--- src/rtl/aicd_pkg.sv ---
// Package for the ARM instruction class decoder: the class mask/match tables,
// the condition code names and the condition evaluation function.
// Depends on nothing; every other file refers to it by scoped names.
package aicd_pkg;

	localparam int unsigned CLASS_COUNT = 64;
	localparam int unsigned CLASS_IDX_W = $clog2(CLASS_COUNT);

	typedef logic [31:0]            word_t;
	typedef logic [CLASS_IDX_W-1:0] class_idx_t;

	// Condition field codes, bits 31..28 of the instruction
	typedef enum logic [3:0] {
		COND_EQ = 4'd0,
		COND_NE = 4'd1,
		COND_CS = 4'd2,
		COND_CC = 4'd3,
		COND_MI = 4'd4,
		COND_PL = 4'd5,
		COND_VS = 4'd6,
		COND_VC = 4'd7,
		COND_HI = 4'd8,
		COND_LS = 4'd9,
		COND_GE = 4'd10,
		COND_LT = 4'd11,
		COND_GT = 4'd12,
		COND_LE = 4'd13,
		COND_AL = 4'd14,
		COND_NV = 4'd15
	} cond_t;

	// Class table: entry k hits when (word & CLASS_MASK[k]) == CLASS_MATCH[k]
	localparam word_t CLASS_MASK [CLASS_COUNT] = '{
		32'h0fe000f0, 32'h0fe000f0, 32'h0ff00090, 32'h0fe000f0,
		32'h0ff00090, 32'h0ff000b0, 32'h0fe000f0, 32'h0ff000b0,
		32'h0ff00090, 32'h0fe000f0, 32'h0fe000f0, 32'h0ff00000,
		32'h0ff000f0, 32'h0ff000f0, 32'h0fb00000, 32'h0fb000f0,
		32'h0fb00000, 32'h0e000000, 32'h0ff000f0, 32'hfe000000,
		32'h0ff000f0, 32'h0d700000, 32'h0c500000, 32'h0d700000,
		32'h0c500000, 32'h0e1000f0, 32'h0e1000f0, 32'h0e1000f0,
		32'h0e1000f0, 32'h0e500000, 32'h0e708000, 32'h0d700000,
		32'h0c500000, 32'h0d700000, 32'h0c500000, 32'h0e1000f0,
		32'h0e1000f0, 32'h0e500000, 32'h0e700000, 32'h0de00000,
		32'h0de00000, 32'h0de00000, 32'h0de00000, 32'h0de00000,
		32'h0de00000, 32'h0de00000, 32'h0de00000, 32'h0df00000,
		32'h0df00000, 32'h0df00000, 32'h0df00000, 32'h0de00000,
		32'h0de00000, 32'h0de00000, 32'h0de00000, 32'hfff000f0,
		32'h0f000000, 32'h0f000010, 32'h0ff00000, 32'h0e100000,
		32'h0f100010, 32'h0ff00000, 32'h0f100010, 32'h0e100000
	};

	localparam word_t CLASS_MATCH [CLASS_COUNT] = '{
		32'h00200090, 32'h00000090, 32'h01000080, 32'h00e00090,
		32'h01400080, 32'h01200080, 32'h00c00090, 32'h012000a0,
		32'h01600080, 32'h00a00090, 32'h00800090, 32'h01600000,
		32'h01000090, 32'h01400090, 32'h01000000, 32'h01200000,
		32'h03200000, 32'h0a000000, 32'h01200010, 32'hfa000000,
		32'h01200030, 32'h04300000, 32'h04100000, 32'h04700000,
		32'h04500000, 32'h000000d0, 32'h001000b0, 32'h001000d0,
		32'h001000f0, 32'h08100000, 32'h08500000, 32'h04200000,
		32'h04000000, 32'h04600000, 32'h04400000, 32'h000000f0,
		32'h000000b0, 32'h08000000, 32'h08400000, 32'h00000000,
		32'h00200000, 32'h00400000, 32'h00600000, 32'h00800000,
		32'h00a00000, 32'h00c00000, 32'h00e00000, 32'h01100000,
		32'h01300000, 32'h01500000, 32'h01700000, 32'h01800000,
		32'h01a00000, 32'h01c00000, 32'h01e00000, 32'he1200070,
		32'h0f000000, 32'h0e000000, 32'h0c500000, 32'h0c100000,
		32'h0e000010, 32'h0c400000, 32'h0e100010, 32'h0c000000
	};

	// Evaluate a condition code against N, Z, C, V; the never code fails
	function automatic logic cond_eval(cond_t code, logic n, logic z, logic c, logic v);
		logic pass;
		case (code)
			COND_EQ: pass = z;
			COND_NE: pass = !z;
			COND_CS: pass = c;
			COND_CC: pass = !c;
			COND_MI: pass = n;
			COND_PL: pass = !n;
			COND_VS: pass = v;
			COND_VC: pass = !v;
			COND_HI: pass = c && !z;
			COND_LS: pass = !c || z;
			COND_GE: pass = (n == v);
			COND_LT: pass = (n != v);
			COND_GT: pass = !z && (n == v);
			COND_LE: pass = z || (n != v);
			COND_AL: pass = 1'b1;
			COND_NV: pass = 1'b0;
			default: pass = 1'b0;
		endcase
		return pass;
	endfunction

endpackage

--- src/rtl/aicd_if.sv ---
// Channel interfaces of the ARM instruction class decoder: instruction in,
// classification result out, each with valid/ready. Depends on aicd_pkg.
interface aicd_in_if;
	logic               valid;
	logic               ready;
	aicd_pkg::word_t    instruction_word;
	logic               flag_n;
	logic               flag_z;
	logic               flag_c;
	logic               flag_v;

	modport source (
		output valid, instruction_word, flag_n, flag_z, flag_c, flag_v,
		input  ready
	);
	modport sink (
		input  valid, instruction_word, flag_n, flag_z, flag_c, flag_v,
		output ready
	);
endinterface

interface aicd_out_if;
	logic                  valid;
	logic                  ready;
	aicd_pkg::class_idx_t  class_index;
	logic                  class_found;
	logic                  cond_pass;

	modport source (
		output valid, class_index, class_found, cond_pass,
		input  ready
	);
	modport sink (
		input  valid, class_index, class_found, cond_pass,
		output ready
	);
endinterface

--- src/rtl/arm_instruction_class_decode.sv ---
// Pipeline: an input transfer loads the input register, which feeds the table compare
// and condition check; these load the result register, which offers the result. A stalled
// output holds the result register and can hold the input register behind it.
// Throughput: one instruction per cycle unless the output stalls; all 64 class compares
// run in parallel and a priority encoder picks the lowest hit, so no loop limits the rate.
// Reset: arst_n clears both stage valid bits; payload registers are not reset.
// Depends on aicd_pkg and the channel interfaces in aicd_if.sv.
module arm_instruction_class_decode (
	input  logic       clk,
	input  logic       arst_n,
	aicd_in_if.sink    insn,
	aicd_out_if.source result
);

	// Stage 1: registered instruction and flags
	logic                 valid_s1;
	aicd_pkg::word_t      word_s1;
	logic                 n_s1, z_s1, c_s1, v_s1;

	// Stage 2: registered classification result
	logic                 valid_s2;
	aicd_pkg::class_idx_t idx_s2;
	logic                 found_s2;
	logic                 pass_s2;

	logic                 adv_s2;
	logic                 adv_s1;

	logic [aicd_pkg::CLASS_COUNT-1:0] hit;
	aicd_pkg::class_idx_t             idx_d;
	logic                             found_d;
	logic                             pass_d;
	aicd_pkg::cond_t                  cond_d;

	// Handshake: stage 2 takes a new result when empty or being drained
	assign adv_s2     = !valid_s2 || result.ready;
	assign adv_s1     = !valid_s1 || adv_s2;
	assign insn.ready = adv_s1;

	// Capture the input transfer
	always_ff @(posedge clk or negedge arst_n) begin
		if (!arst_n) begin
			valid_s1 <= 1'b0;
		end else if (adv_s1) begin
			valid_s1 <= insn.valid;
		end
	end

	always_ff @(posedge clk) begin
		if (adv_s1 && insn.valid) begin
			word_s1 <= insn.instruction_word;
			n_s1    <= insn.flag_n;
			z_s1    <= insn.flag_z;
			c_s1    <= insn.flag_c;
			v_s1    <= insn.flag_v;
		end
	end

	// Compare the word against every class entry in parallel
	always_comb begin
		for (int k = 0; k < aicd_pkg::CLASS_COUNT; k++) begin
			hit[k] = ((word_s1 & aicd_pkg::CLASS_MASK[k]) == aicd_pkg::CLASS_MATCH[k]);
		end
	end

	// Pick the lowest-numbered hit
	always_comb begin
		idx_d   = '0;
		found_d = 1'b0;
		for (int k = aicd_pkg::CLASS_COUNT - 1; k >= 0; k--) begin
			if (hit[k]) begin
				idx_d   = aicd_pkg::CLASS_IDX_W'(k);
				found_d = 1'b1;
			end
		end
	end

	// Check the condition field against the flags
	assign cond_d = aicd_pkg::cond_t'(word_s1[31:28]);
	assign pass_d = aicd_pkg::cond_eval(cond_d, n_s1, z_s1, c_s1, v_s1);

	// Hold the result until the downstream transfer
	always_ff @(posedge clk or negedge arst_n) begin
		if (!arst_n) begin
			valid_s2 <= 1'b0;
		end else if (adv_s2) begin
			valid_s2 <= valid_s1;
		end
	end

	always_ff @(posedge clk) begin
		if (adv_s2 && valid_s1) begin
			idx_s2   <= idx_d;
			found_s2 <= found_d;
			pass_s2  <= pass_d;
		end
	end

	assign result.valid       = valid_s2;
	assign result.class_index = idx_s2;
	assign result.class_found = found_s2;
	assign result.cond_pass   = pass_s2;

	// A full pipe with a stalled output must refuse new input
	a_full_stall: assert property (@(posedge clk) disable iff (!arst_n)
		valid_s1 && valid_s2 && !result.ready |-> !insn.ready)
		else $error("input accepted while both stages are full and stalled");

	// An input transfer always lands in stage 1
	a_capture: assert property (@(posedge clk) disable iff (!arst_n)
		insn.valid && insn.ready |=> valid_s1)
		else $error("accepted instruction lost before stage 1");

	// A reported class really matches its table entry
	a_hit_match: assert property (@(posedge clk) disable iff (!arst_n)
		valid_s1 && found_d |->
		((word_s1 & aicd_pkg::CLASS_MASK[idx_d]) == aicd_pkg::CLASS_MATCH[idx_d]))
		else $error("reported class does not match the instruction");

	// No class found means index zero
	a_miss_zero: assert property (@(posedge clk) disable iff (!arst_n)
		result.valid && !result.class_found |-> result.class_index == '0)
		else $error("nonzero class index without a match");

	// The never condition code never passes
	a_never_fails: assert property (@(posedge clk) disable iff (!arst_n)
		valid_s1 && cond_d == aicd_pkg::COND_NV |-> !pass_d)
		else $error("never condition reported as passing");

endmodule
--- src/flat_wrapper.sv ---
// flat-port wrapper written by rule: the top's interface ports become plain ports
module arm_instruction_class_decode_flat 
  (clk, arst_n, insn_valid, insn_instruction_word, insn_flag_n, insn_flag_z, insn_flag_c, insn_flag_v, insn_ready, result_valid, result_class_index, result_class_found, result_cond_pass, result_ready);
  aicd_in_if insn_i ();
  aicd_out_if result_i ();
  input  logic clk;
  input  logic arst_n;
  input wire logic [$bits(insn_i.valid)-1:0] insn_valid;
  input wire logic [$bits(insn_i.instruction_word)-1:0] insn_instruction_word;
  input wire logic [$bits(insn_i.flag_n)-1:0] insn_flag_n;
  input wire logic [$bits(insn_i.flag_z)-1:0] insn_flag_z;
  input wire logic [$bits(insn_i.flag_c)-1:0] insn_flag_c;
  input wire logic [$bits(insn_i.flag_v)-1:0] insn_flag_v;
  output wire logic [$bits(insn_i.ready)-1:0] insn_ready;
  output wire logic [$bits(result_i.valid)-1:0] result_valid;
  output wire logic [$bits(result_i.class_index)-1:0] result_class_index;
  output wire logic [$bits(result_i.class_found)-1:0] result_class_found;
  output wire logic [$bits(result_i.cond_pass)-1:0] result_cond_pass;
  input wire logic [$bits(result_i.ready)-1:0] result_ready;
  assign insn_i.valid = insn_valid;
  assign insn_i.instruction_word = insn_instruction_word;
  assign insn_i.flag_n = insn_flag_n;
  assign insn_i.flag_z = insn_flag_z;
  assign insn_i.flag_c = insn_flag_c;
  assign insn_i.flag_v = insn_flag_v;
  assign insn_ready = insn_i.ready;
  assign result_valid = result_i.valid;
  assign result_class_index = result_i.class_index;
  assign result_class_found = result_i.class_found;
  assign result_cond_pass = result_i.cond_pass;
  assign result_i.ready = result_ready;
  arm_instruction_class_decode u_core (.clk(clk), .arst_n(arst_n), .insn(insn_i), .result(result_i));
endmodule
--- config.mk ---
export PLATFORM = sky130hd
export DESIGN_NAME = arm_instruction_class_decode_flat
export DESIGN_NICKNAME = d
export VERILOG_FILES = /design/src/rtl/aicd_pkg.sv /design/src/rtl/aicd_if.sv /design/src/rtl/arm_instruction_class_decode.sv /design/src/flat_wrapper.sv
export SDC_FILE = /design/constraint.sdc
export NUM_CORES = 1
export LEC_CHECK = 0
export ABC_AREA = 1
export BUFFER_PORTS_ARGS = -buffer_cell sky130_fd_sc_hd__buf_2
export CORE_ASPECT_RATIO = 0.8
export CORE_MARGIN = 5
export CORE_UTILIZATION = 50
export CTS_CLUSTER_SIZE = 12
export DETAILED_ROUTE_END_ITERATION = 10
export GPL_ROUTABILITY_DRIVEN = 0
export PLACE_DENSITY = 0.82
export RECOVER_POWER = 100
export SYNTH_ARGS = -nofsm -noshare
export SYNTH_HDL_FRONTEND = slang
export SYNTH_SLANG_ARGS = --single-unit
--- constraint.sdc ---
create_clock -name clk -period 2.18 [get_ports clk]
set_input_delay 0.109 -clock clk [delete_from_list [all_inputs] [get_ports clk]]
set_output_delay 0.109 -clock clk [all_outputs]
set_load 0.005 [all_outputs]
## Word-level counts from Yosys, hierarchy flattened

Index checks and enable logic that the tools add are counted.

| storage, ports and cells | value |
|---|---|
| bits in registers | 46 |
| bits in latches | 0 |
| RAM bits | 0 |
| bits in read-only memories | 0 |
| bits of input ports | 40 |
| output and inout bits | 10 |
| memories | 0 |

| cells by class | value |
|---|---|
| add/subtract/negate cells | 0 |
| multipliers | 0 |
| divide/modulo/power cells | 0 |
| $lt $le $gt $ge | 0 |
| equality and inequality tests | 80 |
| shift-type cells | 0 |
| muxes and demuxes | 65 |
| bitwise gates (word level) | 0 |
| reductions and logical operators | 22 |

Operators with widths:

| operator | number |
|---|---|
| two-way mux 6 bit | 32 |
| two-way mux 5 bit | 16 |
| OR reduction 63 bit | 1 |
| equality test 12 x 9 -> 1 bit, second input constant | 4 |
| equality test 11 x 7 -> 1 bit, second input constant | 4 |
| equality test 4 bit, second input constant | 11 |
| equality test 7 x 5 -> 1 bit, second input constant | 5 |
| equality test 11 x 8 -> 1 bit, second input constant | 3 |
| equality test 4 x 3 -> 1 bit, second input constant | 8 |
| equality test 8 x 5 -> 1 bit, second input constant | 4 |
| zero test 32 bit | 1 |
| two-way mux 4 bit | 8 |
| OR reduction 32 bit | 1 |
| equality test 10 x 7 -> 1 bit, second input constant | 3 |
| equality test 6 x 3 -> 1 bit, second input constant | 4 |
| equality test 6 x 4 -> 1 bit, second input constant | 4 |
| equality test 6 x 5 -> 1 bit, second input constant | 4 |
| equality test 8 x 4 -> 1 bit, second input constant | 3 |
| equality test 6 bit, second input constant | 3 |
| equality test 16 bit, second input constant | 1 |
| equality test 8 bit, second input constant | 2 |
| case mux 1 bit (16 select lines) | 1 |
| OR reduction 16 bit | 1 |
| equality test 5 bit, second input constant | 3 |
| 21 further kinds | 40 |

## Logic depth before layout (Yosys ltp)

| depth | value |
|---|---|
| depth in word-level cells | 64 |
| depth in mapped cells | 27 |
| mapped depth without buffers | 26 |

## Worst setup path after synthesis

No wires, ideal clock.

| timing path | value |
|---|---|
| kind | register to register |
| start | register u_core.word_s1[24] |
| end | register u_core.idx_s2[0] (netlist: u_core.result.class_index[0]), data pin |
| arrival time | 2.057 ns |
| path slack | -0.136 ns |
| stages on the path, launching flop included | 27 |
| cells stage by stage | edfxtp_1 -> inv_1 -> nand2_1 -> nor2_2 -> nand2_1 -> a21oi_1 -> nand4_1 -> nor2_1 -> nand4_1 -> nand2_1 -> nand2_1 -> nand2_1 -> nand4_1 -> o21bai_1 -> nand2_1 -> nand2_1 -> nand3_1 -> nor2_1 -> nand3_1 -> nand2_1 -> nand2_1 -> nand2_1 -> nand2_1 -> nand2_1 -> nand2_1 -> nand2_1 -> nand3_1 |

| between the ends | value |
|---|---|
| longest elaborated chain between the ends | 63 |
| elaborated cells between the ends (all ways) | 108 |
| classes of those cells | 45 x eq/ne; 62 x mux; 1 x reduce/logical |

RTL lines:

| item | RTL line | RTL |
|---|---|---|
| start: declaration | arm_instruction_class_decode.sv:17 | `aicd_pkg::word_t word_s1;` |
| start signal: assignment | arm_instruction_class_decode.sv:51 | `word_s1 <= insn.instruction_word;` |
| equality test 6 bit | arm_instruction_class_decode.sv:62 | `hit[k] = ((word_s1 & aicd_pkg::CLASS_MASK[k]) == aicd_pkg::CLASS_MATCH[k]);` |
| two-way mux 6 bit (31 in series) | arm_instruction_class_decode.sv:71 | `if (hit[k]) begin` |
| two-way mux 5 bit (16 in series) | arm_instruction_class_decode.sv:71 |  |
| two-way mux 4 bit (8 in series) | arm_instruction_class_decode.sv:71 |  |
| two-way mux 3 bit (4 in series) | arm_instruction_class_decode.sv:71 |  |
| two-way mux 2 bit (2 in series) | arm_instruction_class_decode.sv:71 |  |
| two-way mux 1 bit | arm_instruction_class_decode.sv:71 |  |
| end signal: assignment | arm_instruction_class_decode.sv:93 | `idx_s2 <= idx_d;` |
| end: declaration | arm_instruction_class_decode.sv:22 | `aicd_pkg::class_idx_t idx_s2;` |

Parallel ways exist; a longest one is shown, timed or not.
A chain may end at the register's enable or synchronous reset.

## Worst setup path in the final report

| timing path | value |
|---|---|
| start | register u_core.word_s1[27] |
| end | register u_core.idx_s2[0] (netlist: u_core.result.class_index[0]), data pin |

| between the ends | value |
|---|---|
| longest elaborated chain between the ends | 64 |
| elaborated cells between the ends (all ways) | 127 |
| classes of those cells | 63 x eq/ne; 63 x mux; 1 x reduce/logical |

RTL lines:

| item | RTL line |
|---|---|
| equality test 4 bit | arm_instruction_class_decode.sv:62 |
| two-way mux 6 bit (32 in series) | arm_instruction_class_decode.sv:71 |
| two-way mux 5 bit (16 in series) | arm_instruction_class_decode.sv:71 |
| two-way mux 4 bit (8 in series) | arm_instruction_class_decode.sv:71 |
| two-way mux 3 bit (4 in series) | arm_instruction_class_decode.sv:71 |
| two-way mux 2 bit (2 in series) | arm_instruction_class_decode.sv:71 |
| two-way mux 1 bit | arm_instruction_class_decode.sv:71 |

Parallel ways exist; a longest one is shown, timed or not.

==> results.json <==
{
  "fin_crit_sh": 1.348,
  "final_nets": 524,
  "rsz0062_at_grt": "yes",
  "area_growth_pct": 49.89,
  "synth.net_count": 384,
  "min_path_type": "in2reg",
  "cts.sinks": 31,
  "start_util": 0.5135,
  "initialDrtViolationCount": 456,
  "cp.arrival_ns": 2.98,
  "grt_pass1_vias": 2982,
  "die_y_um": 71.09,
  "fmax_mhz": 340.4,
  "vias_per_cell": 5.534,
  "crit_fanout": 3,
  "syn_area_mm2": 0.002332,
  "maxSlewViolCount": 0,
  "synth_enable_flop_cells": 29,
  "worst_pin_slew_ns": 0.5703,
  "p_per_area_mw_per_mm2": 503.1,
  "cts_made_buffers": 5,
  "synth_top_cell_area_share": 0.3734,
  "antenna_found_initial": 0,
  "synthArstFlopShare": 0.06452,
  "min_period_ns": 2.938,
  "totalWireLength_um": 8224,
  "hold_viol_final": 0,
  "path_clk_slew_ns": 0.08,
  "grtUsageTotal": 0.2797,
  "synth_cell_types": 37,
  "synth-seq-area-share": 0.3948,
  "syn_inst": 344,
  "postLayoutCellArea_mm2": 0.003496,
  "min_path_cells": 3,
  "syn_area_per_cell_um2": 6.780,
  "synth_most_common_cell": "nand2_1",
  "port_buffers": 34,
  "maxCapViolations": 0,
  "hold_ws_ns": 0.04053,
  "drcViolationCount": 0,
  "core_area_mm2": 0.004542,
  "drt-pass1-iter-count": 6,
  "status": "finished with violations",
  "post_dp_cell_area_mm2": 0.003090,
  "fin_cells": 545,
  "violations": "negative setup slack",
  "synthFlopType": "edfxtp_1",
  "startpoint_type": "register",
  "insertion_delay_ns": 0.30,
  "cts-root-buf": "clkbuf_8",
  "wire_per_inst_um": 15.09,
  "place_inst": 507,
  "setup_ws_ns": -0.7580,
  "drtAntennaViolNets": 0,
  "ys_ff_latch": 31,
  "relSlewSlack": 0.6163,
  "critical_path_class": "reg2reg",
  "die-area_mm2": 0.006139,
  "globalRoute.totalOverflow": 0,
  "reg2reg_depth": 26,
  "hpwl_um": 5354,
  "fin_setup_tns_ns": -2.598,
  "ioPinCount": 50,
  "fp.dieW_um": 86.36,
  "vdd_drop_max_uv": 540.6,
  "grt_pass1_wl_um": 13390,
  "synth_common_cells": "nand2_1 (83), nor2_1 (62), inv_1 (61)",
  "drive_gt1_frac": 0.3072,
  "p_leak_uw": 0.001682,
  "cp.required_ns": 2.22,
  "yosys-top-cells-area": "edfxtp_1 (37%), nand2_1 (13%), nor2_1 (10%)",
  "h-tree-depth": 2,
  "grt_max_degree": 22,
  "num_vias": 3016,
  "finalSetupViolations": 7,
  "diodes": 0,
  "clock_path_buffers": 2,
  "post-place-ws_ns": -0.4398,
  "synth_top_area_cell": "edfxtp_1",
  "synth.yosys.warnings": 0,
  "rows": 22,
  "skew_ns": 0.01700,
  "cts_tree": "built",
  "cp-end-kind": "register"
}
[cells in the final DEF (no fill, tap or decap), types with 7 or more instances in the layout]
master,n
clkbuf_1,7
nand2_2,8
inv_1,59
o21ai_0,7
nor2_2,7
nor2_1,61
a21oi_1,10
nand2_1,79
buf_4,79
edfxtp_1,29
nor3_1,14
buf_2,29
nand3_1,15
inv_2,8
dlygate4sd3_1,22
[final timing paths]
check | startpoint | end | slack [ns]
min in group asynchronous | arst_n | u_core.result.valid | 0.13
min reg2reg | u_core.valid_s1 | u_core.result.valid | 0.48
max reg2reg | u_core.word_s1[27] | u_core.result.class_index[0] | -0.76
min | insn_valid | u_core.valid_s1 | 0.04
max | u_core.word_s1[27] | u_core.result.class_index[0] | -0.76
max in group asynchronous | arst_n | u_core.valid_s1 | 1.92
[state kept, by name, indices dropped and copies added, names as in the netlist]
signal                     count
u_core.word_s1                17
u_core.result.class_index      6
u_core.c_s1                    1
u_core.n_s1                    1
u_core.result.class_found      1
u_core.result.cond_pass        1
u_core.result.valid            1
u_core.v_s1                    1
u_core.valid_s1                1
u_core.z_s1                    1
[cell families after synthesis]
logic type | count (synthesis) | share of synthesized area
AO/OA/AOI/OAI | 42 | 0.1137
buffers and inverters | 72 | 0.1261
XOR/XNOR | 1 | 0.003756
flip-flops | 31 | 0.3949
AND/OR/NAND/NOR | 198 | 0.3616
[through the flow]
step | total power [uW] | utilization
floorplan | 1005 | -
global route | 1844 | 0.7697
finish | 1759 | 0.7697
CTS | 1725 | 0.7664
detailed placement | 1207 | 0.6804
global placement | 1194 | 0.6804
[worst max-delay path, stage by stage (launching register included)]
cell,delay [ns]
edfxtp_1,0.45
nand2_2,0.14
inv_1,0.07
nand2_2,0.10
nor2_1,0.07
a21oi_2,0.15
nand4_1,0.17
nor2_1,0.16
nand4_1,0.11
nand2_1,0.09
nand2_1,0.06
nand2_1,0.07
nand4_1,0.11
o21bai_1,0.15
nand2_1,0.07
nand2_1,0.07
nand3_1,0.07
nor2_1,0.09
nand3_1,0.07
nand2_1,0.06
nand2_1,0.04
nand2_1,0.05
nand2_1,0.05
nand2_1,0.05
nand2_1,0.04
nand2_1,0.05
nand3_1,0.06
[report_power, final]
| part | switching (uW) | leakage, uW | internal, uW |
|---|---|---|---|
| clock | 229 | 0.0000482 | 255 |
| combinational | 279 | 0.00133 | 239 |
| sequential | 31.0 | 0.000302 | 726 |
[layer usage]
layer / GRT usage / vias to the layer above / routed length [um]
met5: 0 / - / 0
met4: 0.1799 / 0 / 471
met3: 0.08033 / 52 / 930
met2: 0.4669 / 234 / 3918
met1: 0.3102 / 1344 / 2904
li1: - / 1386 / -
[repair_timing]
item,CTS,global route
buffers inserted,6,2
setup endpoints to repair,7,7
pin swaps,2,4
hold buffers,22,0
resized for setup,11,4
hold endpoints to repair,23,0
[layout make-up]
cell class	instances	area (um^2)
timing repair buffer	138	997.2
inverter	67	251.5
clock inverter	1	5.005
tap	60	75.07
fill	308	1046
sequential	31	920.9
clock buffer	7	86.33
multi-input combinational	241	1160
No activity file was read; power rests on OpenSTA's default activity.
